**src/hdl/hssc_pkg.sv**
```systemverilog
// ----------------------------------------------------------------------------
// hssc_pkg
// Shared types, codes and step tables of the six-step Hall commutator.
// ----------------------------------------------------------------------------
package hssc_pkg;

    localparam int CMD_W    = 3;
    localparam int HALL_W   = 3;
    localparam int PULSE_W  = 16;
    localparam int STATUS_W = 3;
    localparam int STEP_W   = 3;
    localparam int EN_W     = 6;
    localparam int CFG_IDX_W  = 2;
    localparam int CFG_DATA_W = 16;

    localparam logic [PULSE_W-1:0] BLINK_PERIOD_RST = 16'd500;

    // command codes
    localparam logic [CMD_W-1:0] CMD_TICK    = 3'd0;
    localparam logic [CMD_W-1:0] CMD_START   = 3'd1;
    localparam logic [CMD_W-1:0] CMD_STOP    = 3'd2;
    localparam logic [CMD_W-1:0] CMD_HALL    = 3'd3;
    localparam logic [CMD_W-1:0] CMD_COMMUT  = 3'd4;
    localparam logic [CMD_W-1:0] CMD_BREAK   = 3'd5;
    localparam logic [CMD_W-1:0] CMD_SET_RUN = 3'd6;

    // motor status codes
    localparam logic [STATUS_W-1:0] ST_STOP        = 3'd0;
    localparam logic [STATUS_W-1:0] ST_STARTUP     = 3'd1;
    localparam logic [STATUS_W-1:0] ST_RUN         = 3'd2;
    localparam logic [STATUS_W-1:0] ST_OVERCURRENT = 3'd3;
    localparam logic [STATUS_W-1:0] ST_HALL_FAULT  = 3'd4;

    // configuration register indexes
    localparam logic [CFG_IDX_W-1:0] CFG_DIRECTION     = 2'd0;
    localparam logic [CFG_IDX_W-1:0] CFG_STARTUP_PULSE = 2'd1;
    localparam logic [CFG_IDX_W-1:0] CFG_BLINK_PERIOD  = 2'd2;

    // enable bits: bit0 U+, bit1 U-, bit2 V+, bit3 V-, bit4 W+, bit5 W-
    localparam logic [EN_W-1:0] EN_UH = 6'h01;
    localparam logic [EN_W-1:0] EN_UL = 6'h02;
    localparam logic [EN_W-1:0] EN_VH = 6'h04;
    localparam logic [EN_W-1:0] EN_VL = 6'h08;
    localparam logic [EN_W-1:0] EN_WH = 6'h10;
    localparam logic [EN_W-1:0] EN_WL = 6'h20;

    typedef struct packed {
        logic [CMD_W-1:0]   cmd;
        logic [HALL_W-1:0]  hall;
        logic [PULSE_W-1:0] pulse;
    } item_t;

    typedef struct packed {
        logic tick;
        logic arm;
    } alarm_ctrl_t;

    // Hall code to commutation step, zero for an invalid code
    function automatic logic [STEP_W-1:0] hall_to_step(input logic [HALL_W-1:0] h);
        logic [STEP_W-1:0] s;
        case (h)
            3'b001:  s = 3'd1;
            3'b011:  s = 3'd2;
            3'b010:  s = 3'd3;
            3'b110:  s = 3'd4;
            3'b100:  s = 3'd5;
            3'b101:  s = 3'd6;
            default: s = 3'd0;
        endcase
        return s;
    endfunction

    // following step in the chosen rotation direction
    function automatic logic [STEP_W-1:0] next_step(input logic [STEP_W-1:0] s,
                                                    input logic dir);
        logic [STEP_W-1:0] n;
        if (!dir)
            n = (s == 3'd6) ? 3'd1 : s + 3'd1;
        else
            n = (s == 3'd1) ? 3'd6 : s - 3'd1;
        return n;
    endfunction

    function automatic logic [EN_W-1:0] step_enables(input logic [STEP_W-1:0] s);
        logic [EN_W-1:0] e;
        case (s)
            3'd1:    e = EN_UH | EN_VH | EN_VL;
            3'd2:    e = EN_UH | EN_WH | EN_WL;
            3'd3:    e = EN_VH | EN_WH | EN_WL;
            3'd4:    e = EN_UH | EN_UL | EN_VH;
            3'd5:    e = EN_UH | EN_UL | EN_WH;
            3'd6:    e = EN_VH | EN_VL | EN_WH;
            default: e = '0;
        endcase
        return e;
    endfunction

    // channel that receives the pulse when a step is loaded
    function automatic logic [1:0] step_drive_ch(input logic [STEP_W-1:0] s);
        logic [1:0] c;
        case (s)
            3'd1, 3'd2: c = 2'd0;
            3'd3, 3'd4: c = 2'd1;
            default:    c = 2'd2;
        endcase
        return c;
    endfunction

    // channel that is cleared when a step is loaded
    function automatic logic [1:0] step_clear_ch(input logic [STEP_W-1:0] s);
        logic [1:0] c;
        case (s)
            3'd1:       c = 2'd1;
            3'd2, 3'd3: c = 2'd2;
            3'd4, 3'd5: c = 2'd0;
            default:    c = 2'd1;
        endcase
        return c;
    endfunction

    // high-side channel of the current step
    function automatic logic [1:0] step_high_ch(input logic [STEP_W-1:0] s);
        logic [STEP_W-1:0] t;
        t = s - 3'd1;
        return t[2:1];
    endfunction

endpackage

```
**src/hdl/hssc_in_stage.sv**
```systemverilog
// ----------------------------------------------------------------------------
// hssc_in_stage
// Input register: holds one command item until the engine takes it.
// ----------------------------------------------------------------------------
module hssc_in_stage (
    input  logic                          clk,
    input  logic                          rst_n,
    input  logic                          in_valid,
    output logic                          in_ready,
    input  logic [hssc_pkg::CMD_W-1:0]    cmd,
    input  logic [hssc_pkg::HALL_W-1:0]   hall,
    input  logic [hssc_pkg::PULSE_W-1:0]  pulse,
    input  logic                          take,
    output logic                          item_valid,
    output hssc_pkg::item_t               item
);
    import hssc_pkg::*;

    logic  item_valid_reg;
    item_t item_reg;

    // free when empty or when the held item leaves this cycle
    assign in_ready   = !item_valid_reg || take;
    assign item_valid = item_valid_reg;
    assign item       = item_reg;

    // hold the valid flag
    always_ff @(posedge clk or negedge rst_n)
    begin
        if (!rst_n)
            item_valid_reg <= 1'b0;
        else if (in_ready)
            item_valid_reg <= in_valid;
    end

    // capture the payload
    always_ff @(posedge clk)
    begin
        if (in_valid && in_ready)
        begin
            item_reg.cmd   <= cmd;
            item_reg.hall  <= hall;
            item_reg.pulse <= pulse;
        end
    end

endmodule

```
**src/hdl/hssc_alarm.sv**
```systemverilog
// ----------------------------------------------------------------------------
// hssc_alarm
// Overcurrent alarm blink counter: counts ticks once armed and flags a
// LED toggle every blink period.
// ----------------------------------------------------------------------------
module hssc_alarm (
    input  logic                          clk,
    input  logic                          rst_n,
    input  hssc_pkg::alarm_ctrl_t         ctrl,
    input  logic [hssc_pkg::PULSE_W-1:0]  blink_period,
    output logic                          toggle
);
    import hssc_pkg::*;

    logic               alarm_on_reg, alarm_on_next;
    logic [PULSE_W-1:0] ticks_reg, ticks_next;
    logic [PULSE_W-1:0] ticks_inc;

    // saturating tick count
    assign ticks_inc = (ticks_reg == {PULSE_W{1'b1}}) ? ticks_reg
                                                      : ticks_reg + PULSE_W'(1);

    always_comb
    begin
        alarm_on_next = alarm_on_reg;
        ticks_next    = ticks_reg;
        toggle        = 1'b0;
        if (ctrl.arm)
        begin
            alarm_on_next = 1'b1;
            ticks_next    = '0;
        end
        else if (ctrl.tick && alarm_on_reg)
        begin
            if (ticks_inc >= blink_period)
            begin
                ticks_next = '0;
                toggle     = 1'b1;
            end
            else
                ticks_next = ticks_inc;
        end
    end

    always_ff @(posedge clk or negedge rst_n)
    begin
        if (!rst_n)
        begin
            alarm_on_reg <= 1'b0;
            ticks_reg    <= '0;
        end
        else
        begin
            alarm_on_reg <= alarm_on_next;
            ticks_reg    <= ticks_next;
        end
    end

endmodule

```
**src/hdl/hssc_engine.sv**
```systemverilog
// ----------------------------------------------------------------------------
// hssc_engine
// Command engine: applies one item to the motor state in a single pass. The
// state registers double as the result register and are shown while
// out_valid is high.
// ----------------------------------------------------------------------------
module hssc_engine (
    input  logic                          clk,
    input  logic                          rst_n,
    input  logic                          take,
    input  hssc_pkg::item_t               item,
    input  logic                          direction,
    input  logic [hssc_pkg::PULSE_W-1:0]  startup_pulse,
    input  logic                          alarm_toggle,
    output hssc_pkg::alarm_ctrl_t         alarm_ctrl,
    output logic                          free,
    output logic                          out_valid,
    input  logic                          out_ready,
    output logic                          u_high_en,
    output logic                          u_low_en,
    output logic                          v_high_en,
    output logic                          v_low_en,
    output logic                          w_high_en,
    output logic                          w_low_en,
    output logic [hssc_pkg::PULSE_W-1:0]  duty_u,
    output logic [hssc_pkg::PULSE_W-1:0]  duty_v,
    output logic [hssc_pkg::PULSE_W-1:0]  duty_w,
    output logic                          driver_enable,
    output logic                          status_led,
    output logic [hssc_pkg::STATUS_W-1:0] status
);
    import hssc_pkg::*;

    logic                out_valid_reg;
    logic [STATUS_W-1:0] status_reg, status_next;
    logic [STEP_W-1:0]   step_reg, step_next;
    logic [PULSE_W-1:0]  pv_reg, pv_next;
    logic [PULSE_W-1:0]  run_reg, run_next;
    logic [PULSE_W-1:0]  duty_reg [3];
    logic [PULSE_W-1:0]  duty_next [3];
    logic [EN_W-1:0]     shadow_reg, shadow_next;
    logic [EN_W-1:0]     active_reg, active_next;
    logic                main_reg, main_next;
    logic                drv_reg, drv_next;
    logic                led_reg, led_next;

    logic [STEP_W-1:0]   dec_step;
    logic                dec_ok;
    logic                load_en;
    logic [STEP_W-1:0]   load_step;
    logic [PULSE_W-1:0]  load_pv;
    logic                set_en;
    logic [PULSE_W-1:0]  set_val;
    logic [EN_W-1:0]     en_out;

    assign free      = !out_valid_reg || out_ready;
    assign out_valid = out_valid_reg;

    assign dec_step = hall_to_step(item.hall);
    assign dec_ok   = (dec_step != '0);

    assign alarm_ctrl.tick = take && (item.cmd == CMD_TICK);
    assign alarm_ctrl.arm  = take && (item.cmd == CMD_BREAK) && main_reg;

    // decode the command into the next state
    always_comb
    begin
        status_next = status_reg;
        step_next   = step_reg;
        pv_next     = pv_reg;
        run_next    = run_reg;
        shadow_next = shadow_reg;
        active_next = active_reg;
        main_next   = main_reg;
        drv_next    = drv_reg;
        led_next    = led_reg;
        load_en     = 1'b0;
        load_step   = '0;
        load_pv     = pv_reg;
        set_en      = 1'b0;
        set_val     = '0;

        if (take)
        begin
            case (item.cmd)
                CMD_TICK:
                begin
                    if (alarm_toggle)
                        led_next = !led_reg;
                end
                CMD_START:
                begin
                    if (status_reg == ST_STOP)
                    begin
                        if (!dec_ok)
                        begin
                            main_next   = 1'b0;
                            drv_next    = 1'b0;
                            led_next    = 1'b0;
                            status_next = ST_HALL_FAULT;
                        end
                        else
                        begin
                            led_next    = 1'b1;
                            status_next = ST_STARTUP;
                            step_next   = dec_step;
                            drv_next    = 1'b1;
                            pv_next     = startup_pulse;
                            main_next   = 1'b1;
                            load_en     = 1'b1;
                            load_step   = next_step(dec_step, direction);
                            load_pv     = startup_pulse;
                            active_next = step_enables(load_step);
                        end
                    end
                end
                CMD_STOP:
                begin
                    main_next   = 1'b0;
                    drv_next    = 1'b0;
                    led_next    = 1'b0;
                    status_next = ST_STOP;
                    set_en      = 1'b1;
                end
                CMD_HALL:
                begin
                    if (main_reg)
                    begin
                        pv_next = run_reg;
                        if (dec_ok)
                        begin
                            status_next = ST_RUN;
                            step_next   = dec_step;
                        end
                        else
                        begin
                            main_next   = 1'b0;
                            drv_next    = 1'b0;
                            led_next    = 1'b0;
                            status_next = ST_HALL_FAULT;
                        end
                    end
                end
                CMD_COMMUT:
                begin
                    if (main_reg)
                    begin
                        active_next = shadow_reg;
                        if (step_reg inside {[3'd1:3'd6]})
                        begin
                            load_en   = 1'b1;
                            load_step = next_step(step_reg, direction);
                        end
                    end
                end
                CMD_BREAK:
                begin
                    if (main_reg)
                    begin
                        main_next   = 1'b0;
                        drv_next    = 1'b0;
                        led_next    = 1'b1;
                        status_next = ST_OVERCURRENT;
                        set_en      = 1'b1;
                    end
                end
                CMD_SET_RUN:
                begin
                    run_next = item.pulse;
                    if (status_reg == ST_RUN)
                    begin
                        set_en  = 1'b1;
                        set_val = item.pulse;
                    end
                end
                default:
                begin
                end
            endcase
        end

        // preload the shadow enables of the loaded step
        if (load_en)
            shadow_next = step_enables(load_step);
    end

    // compare values: step load or a direct write of the high-side channel
    always_comb
    begin
        for (int i = 0; i < 3; i++)
        begin
            duty_next[i] = duty_reg[i];
            if (load_en)
            begin
                if (step_drive_ch(load_step) == 2'(i))
                    duty_next[i] = load_pv;
                else if (step_clear_ch(load_step) == 2'(i))
                    duty_next[i] = '0;
            end
            if (set_en && (step_reg inside {[3'd1:3'd6]})
                && (step_high_ch(step_reg) == 2'(i)))
                duty_next[i] = set_val;
        end
    end

    // advance the state and the result flag
    always_ff @(posedge clk or negedge rst_n)
    begin
        if (!rst_n)
        begin
            out_valid_reg <= 1'b0;
            status_reg    <= ST_STOP;
            step_reg      <= '0;
            pv_reg        <= '0;
            run_reg       <= '0;
            shadow_reg    <= '0;
            active_reg    <= '0;
            main_reg      <= 1'b0;
            drv_reg       <= 1'b0;
            led_reg       <= 1'b0;
            for (int i = 0; i < 3; i++)
                duty_reg[i] <= '0;
        end
        else
        begin
            if (take)
                out_valid_reg <= 1'b1;
            else if (out_ready)
                out_valid_reg <= 1'b0;
            status_reg <= status_next;
            step_reg   <= step_next;
            pv_reg     <= pv_next;
            run_reg    <= run_next;
            shadow_reg <= shadow_next;
            active_reg <= active_next;
            main_reg   <= main_next;
            drv_reg    <= drv_next;
            led_reg    <= led_next;
            for (int i = 0; i < 3; i++)
                duty_reg[i] <= duty_next[i];
        end
    end

    // gate the enables by the main output
    assign en_out        = main_reg ? active_reg : '0;
    assign u_high_en     = en_out[0];
    assign u_low_en      = en_out[1];
    assign v_high_en     = en_out[2];
    assign v_low_en      = en_out[3];
    assign w_high_en     = en_out[4];
    assign w_low_en      = en_out[5];
    assign duty_u        = duty_reg[0];
    assign duty_v        = duty_reg[1];
    assign duty_w        = duty_reg[2];
    assign driver_enable = drv_reg;
    assign status_led    = led_reg;
    assign status        = status_reg;

endmodule

```
**src/hdl/hall_six_step_commutator_core.sv**
```systemverilog
// An item passes the input register, then the engine's state registers.
// Throughput: one item per cycle; a result held by out_ready low stalls the engine.
// The engine's state registers serve as the result register.
// Reset (rst_n, asynchronous, active low) clears all state, sets blink period to 500.
// ----------------------------------------------------------------------------
// hall_six_step_commutator_core
// Six-step Hall-sensor BLDC commutation controller: input register, command
// engine with alarm blink counter, and configuration registers.
// ----------------------------------------------------------------------------
module hall_six_step_commutator_core (
    input  logic                            clk,
    input  logic                            rst_n,
    input  logic                            cfg_we,
    input  logic [hssc_pkg::CFG_IDX_W-1:0]  cfg_index,
    input  logic [hssc_pkg::CFG_DATA_W-1:0] cfg_data,
    input  logic                            in_valid,
    output logic                            in_ready,
    input  logic [hssc_pkg::CMD_W-1:0]      cmd,
    input  logic [hssc_pkg::HALL_W-1:0]     hall,
    input  logic [hssc_pkg::PULSE_W-1:0]    pulse,
    output logic                            out_valid,
    input  logic                            out_ready,
    output logic                            u_high_en,
    output logic                            u_low_en,
    output logic                            v_high_en,
    output logic                            v_low_en,
    output logic                            w_high_en,
    output logic                            w_low_en,
    output logic [hssc_pkg::PULSE_W-1:0]    duty_u,
    output logic [hssc_pkg::PULSE_W-1:0]    duty_v,
    output logic [hssc_pkg::PULSE_W-1:0]    duty_w,
    output logic                            driver_enable,
    output logic                            status_led,
    output logic [hssc_pkg::STATUS_W-1:0]   status
);
    import hssc_pkg::*;

    logic               direction_reg;
    logic [PULSE_W-1:0] startup_pulse_reg;
    logic [PULSE_W-1:0] blink_period_reg;

    logic        item_valid;
    item_t       item;
    logic        engine_free;
    logic        take;
    alarm_ctrl_t alarm_ctrl;
    logic        alarm_toggle;

    assign take = item_valid && engine_free;

    // configuration writes
    always_ff @(posedge clk or negedge rst_n)
    begin
        if (!rst_n)
        begin
            direction_reg     <= 1'b0;
            startup_pulse_reg <= '0;
            blink_period_reg  <= BLINK_PERIOD_RST;
        end
        else if (cfg_we)
        begin
            case (cfg_index)
                CFG_DIRECTION:     direction_reg     <= cfg_data[0];
                CFG_STARTUP_PULSE: startup_pulse_reg <= cfg_data;
                CFG_BLINK_PERIOD:  blink_period_reg  <= cfg_data;
                default:
                begin
                end
            endcase
        end
    end

    hssc_in_stage u_in_stage (
        .clk        (clk),
        .rst_n      (rst_n),
        .in_valid   (in_valid),
        .in_ready   (in_ready),
        .cmd        (cmd),
        .hall       (hall),
        .pulse      (pulse),
        .take       (take),
        .item_valid (item_valid),
        .item       (item)
    );

    hssc_alarm u_alarm (
        .clk          (clk),
        .rst_n        (rst_n),
        .ctrl         (alarm_ctrl),
        .blink_period (blink_period_reg),
        .toggle       (alarm_toggle)
    );

    hssc_engine u_engine (
        .clk           (clk),
        .rst_n         (rst_n),
        .take          (take),
        .item          (item),
        .direction     (direction_reg),
        .startup_pulse (startup_pulse_reg),
        .alarm_toggle  (alarm_toggle),
        .alarm_ctrl    (alarm_ctrl),
        .free          (engine_free),
        .out_valid     (out_valid),
        .out_ready     (out_ready),
        .u_high_en     (u_high_en),
        .u_low_en      (u_low_en),
        .v_high_en     (v_high_en),
        .v_low_en      (v_low_en),
        .w_high_en     (w_high_en),
        .w_low_en      (w_low_en),
        .duty_u        (duty_u),
        .duty_v        (duty_v),
        .duty_w        (duty_w),
        .driver_enable (driver_enable),
        .status_led    (status_led),
        .status        (status)
    );

endmodule
```
**config.mk**
```make
export PLATFORM = sky130hd
export DESIGN_NAME = hall_six_step_commutator_core
export DESIGN_NICKNAME = d
export VERILOG_FILES = /design/src/hdl/hssc_pkg.sv /design/src/hdl/hssc_in_stage.sv /design/src/hdl/hssc_alarm.sv /design/src/hdl/hssc_engine.sv /design/src/hdl/hall_six_step_commutator_core.sv
export SDC_FILE = /design/constraint.sdc
export NUM_CORES = 1
export LEC_CHECK = 0
export ABC_AREA = 1
export BUFFER_PORTS_ARGS = -buffer_cell sky130_fd_sc_hd__buf_2
export CAP_MARGIN = 10
export CORE_ASPECT_RATIO = 1.25
export CORE_UTILIZATION = 47
export DETAILED_ROUTE_END_ITERATION = 12
export PLACE_DENSITY = 0.77
export SLEW_MARGIN = 0
export SYNTH_ARGS = -nofsm -noshare
export SYNTH_HDL_FRONTEND = slang
export SYNTH_SLANG_ARGS = --single-unit
```
**constraint.sdc**
```tcl
create_clock -name clk -period 3.33 [get_ports clk]
set_clock_uncertainty 0.15 [all_clocks]
set_input_delay 0.666 -clock clk [delete_from_list [all_inputs] [get_ports clk]]
set_output_delay 0.666 -clock clk [all_outputs]
set_load 0.02 [all_outputs]
```
==> summary.md <==
| Metric | Value |
|---|---|
| Routed WL | `22.8 mm` |
| List of most frequent post-synthesis cells | `nand2_1, inv_1, o21ai_0` |
| Unrepaired setup endpoints after global routing | `false` |
| Die area | `20500 sq um` |
| Post-CTS Setup Repair Bufs | `0` |
| Share of the yosys chip area belonging to registers | `48.0%` |
| CTS buffer count | `17` |
| Routability cong. | `0.904` |
| Worst setup SP type | `flip-flop` |
| Status | `finished clean` |
| Reg2Reg Depth | `19` |
| H-tree depth | `4` |
| First-pass GRT wire length | `37.9 mm` |
| Crit Path Max Fanout | `6` |
| CTS root buffer | `clkbuf_16` |
| Ant diodes | `0` |
| Post-Layout Cell Count | `1564` |
| Placed cells | `1532` |
| Mapped Cells | `1179` |
| Critical path capture point type | `flip-flop` |
| Primary FF master, synth | `dfrtp_1` |
| Nets | `1352` |
| Final setup TNS | `0 ns` |
| Max Buffers Root-to-Sink | `2` |
| Remaining Overflow, GRT | `0` |
| Async set or reset register ratio after synthesis | `87.4%` |
| Crit path kind | `reg -> reg` |
| # fillers | `1814` |
| DRT iter0 DRCs | `688` |
| Finished Core Util | `55.7%` |
| Area after DPL | `10200 sq um` |
| Clk sink count | `175` |
| Number of port buffers | `105` |
| Critical Path Most Common Cell | `nand3_1` |
| Slowest stage cell, crit path | `dfrtp_1` |
| HP Class | `in -> async` |
| # rows | `57` |
| Slew Limit Headroom | `35.4%` |
| Hold Buf Count CTS | `0` |
| Count leader, synth | `nand2_1` |
| CTS tree | `done` |
| CP peak stage delay | `0.42 ns` |
| Syn nets | `1245` |
| Final min period | `3.04 ns` |
| Area share of the largest cell type after synthesis | `39.3%` |
| Crit path required time | `3.53 ns` |
| Final Cycle Share | `91.2%` |
| Number of flops mapped to enable cells by yosys | `22` |
| Pre-CTS setup slack | `0.0958 ns` |
| Initial antenna violation count | `0` |
| Final Hold Viols | `0` |
| Worst slew pin tran | `0.968 ns` |
| Vias in the first global route | `7723` |
| End of the critical path | `u_alarm.ticks_reg[14]` |
| Fraction of layout instances using a drive strength above 1 | `17.7%` |
| DRC | `0` |
| Core area | `19500 sq um` |
| PD cells | `785 nW/um^2` |
| Die span in x | `128 um` |
| Max Slew Vio Count | `0` |
| Yosys cell types | `55` |
| Achievable clock frequency | `329 MHz` |
| WL/cell | `14.6 um` |
| Reg-to-Reg End | `u_alarm.ticks_reg[14]` |
| Min setup slack post-route | `0.292 ns` |
| Post-route total power | `8.51 mW` |
| Clock latency on the worst-skew pair | `0.43 ns` |
| Max FFs per register | `22` |
| Area of the mapped netlist | `9360 sq um` |
| Vias per cell | `5.19` |
| Max Cap Viol | `0` |
| Synthesis Warnings | `0` |
| Reg2reg start | `u_alarm.ticks_reg[0]` |
| CP Cell Sequence | `ha_4 -> inv_1 -> nor3_1 -> nand3_1 -> nor2_2 -> nand2_2 -> nand3_1 -> xor2_2 -> ha_1 -> nand2_1 -> inv_1 -> o21ai_0 -> a21oi_1 -> nor2_1 -> nand3_1 -> inv_2 -> buf_4 -> nand3_1 -> o21ai_0` |
| Worst vdd ir | `0.000379 V` |
| Post-synth top area cell | `dfrtp_1` |
| Final Cell Area | `10800 sq um` |
| R2R Setup Slk | `0.29 ns` |
| Cell leakage power | `5.57 nW` |
| Critical path startpoint | `u_alarm.ticks_reg[0]` |
| Synth area leaders | `dfrtp_1, nand2_1, o21ai_0, edfxtp_1, inv_1` |
| Final setup violation count | `0` |
| I/O Pins | `106` |
| Syn Area/Cell | `7.94 sq um` |
| Hold_ws | `0.0786 ns` |
| Chip height | `160 um` |
| Clk pin slew, worst setup/hold paths | `0.07 ns` |
| Synthesis-to-layout area growth | `15.8%` |
| Largest net degree at the start of global routing | `72` |
| Dpl hpwl | `17.1 mm` |
| Post-route ant nets | `0` |
| Yosys reg bits | `175` |
| First-pass DRT Iterations | `7` |
| CP arrival | `3.24 ns` |
| Initial Util | `48.1%` |
| GRT Util Overall | `23.4%` |
| Vias | `8115` |
-- metal layers --
layer,track usage [%],wire length [um]
met4,9.95,735
met2,38.7,11100
met5,0,0
met3,3.28,841
met1,30.6,10100
-- report_power, final --
| part | total [mW] | internal [mW] | switching [mW] |
|---|---|---|---|
| registers | 3.31 | 2.88 | 0.430 |
| logic | 3.29 | 1.12 | 2.17 |
| clock network | 1.90 | 1.02 | 0.881 |
| total | 8.51 | 5.03 | 3.48 |
-- layout make-up --
type	instances	area [sq um]	share of cell area, %
clock inverter	12	98.8	0.912
multi-input combinational	798	4100	37.9
timing repair buffer	130	732	6.75
sequential	175	4500	41.5
inverter	164	618	5.70
tap	265	332	3.06
clock buffer	20	458	4.23
-- critical path: cells and delay by family (launching register included) --
family,cells,cell delay (ns)
adders and majority gates,2,0.46
xor gates and xnor gates,1,0.19
and+or+nand+nor,9,1.11
AOI/OAI and AO/OA,3,0.24
buffers and inverters,4,0.38
DFF,1,0.42
-- how the worst min path moves through the flow --
stage	startpoint	end	slack, ns	cells past startpoint
after detailed placement	u_engine.duty_v[5]	u_engine.duty_v[5]	0.30	2
after global placement	u_alarm.alarm_on_reg	u_alarm.alarm_on_reg	0.30	1
after floorplan	rst_n	blink_period_reg[0]	0.22	0
after CTS	rst_n	u_engine.duty_v[10]	0.12	1
final	rst_n	u_engine.duty_v[10]	0.08	1
after global routing	rst_n	u_engine.duty_v[10]	0.14	1
-- cell families (layout without fill, tap and decap cells) --
logic type / after synthesis / in the layout / share of synthesized area [%]
buffers and inverters: 206 / 326 / 8.78
XOR/XNOR: 6 / 6 / 0.561
adder cells (fa/ha/maj): 21 / 21 / 2.81
flip-flops: 175 / 175 / 48.0
AND/OR/NAND/NOR: 525 / 525 / 24.9
AO/OA/AOI/OAI: 246 / 246 / 15.0
-- layout by cell type (no fill, tap or decap), drive strengths merged, types with 2 or more instances in the layout --
cell type,count
o21ai,157
clkbuf,20
ha,21
inv,170
nand4,10
nor4,3
nor3,12
dfstp,6
dfrtp,147
a22oi,10
a21boi,2
xor2,6
o22ai,4
edfxtp,22
a21oi,40
a31oi,5
nand2,338
or2,3
o211ai,17
nor2,85
clkinv,6
buf,130
nand3,73
-- repair_timing --
item | CTS | global route
setup endpoints to repair | 0 | 17
endpoints found under the hold margin | 0 | 0
gates resized for setup | 0 | 14
Note: power is estimated with default switching activity, not from simulation.
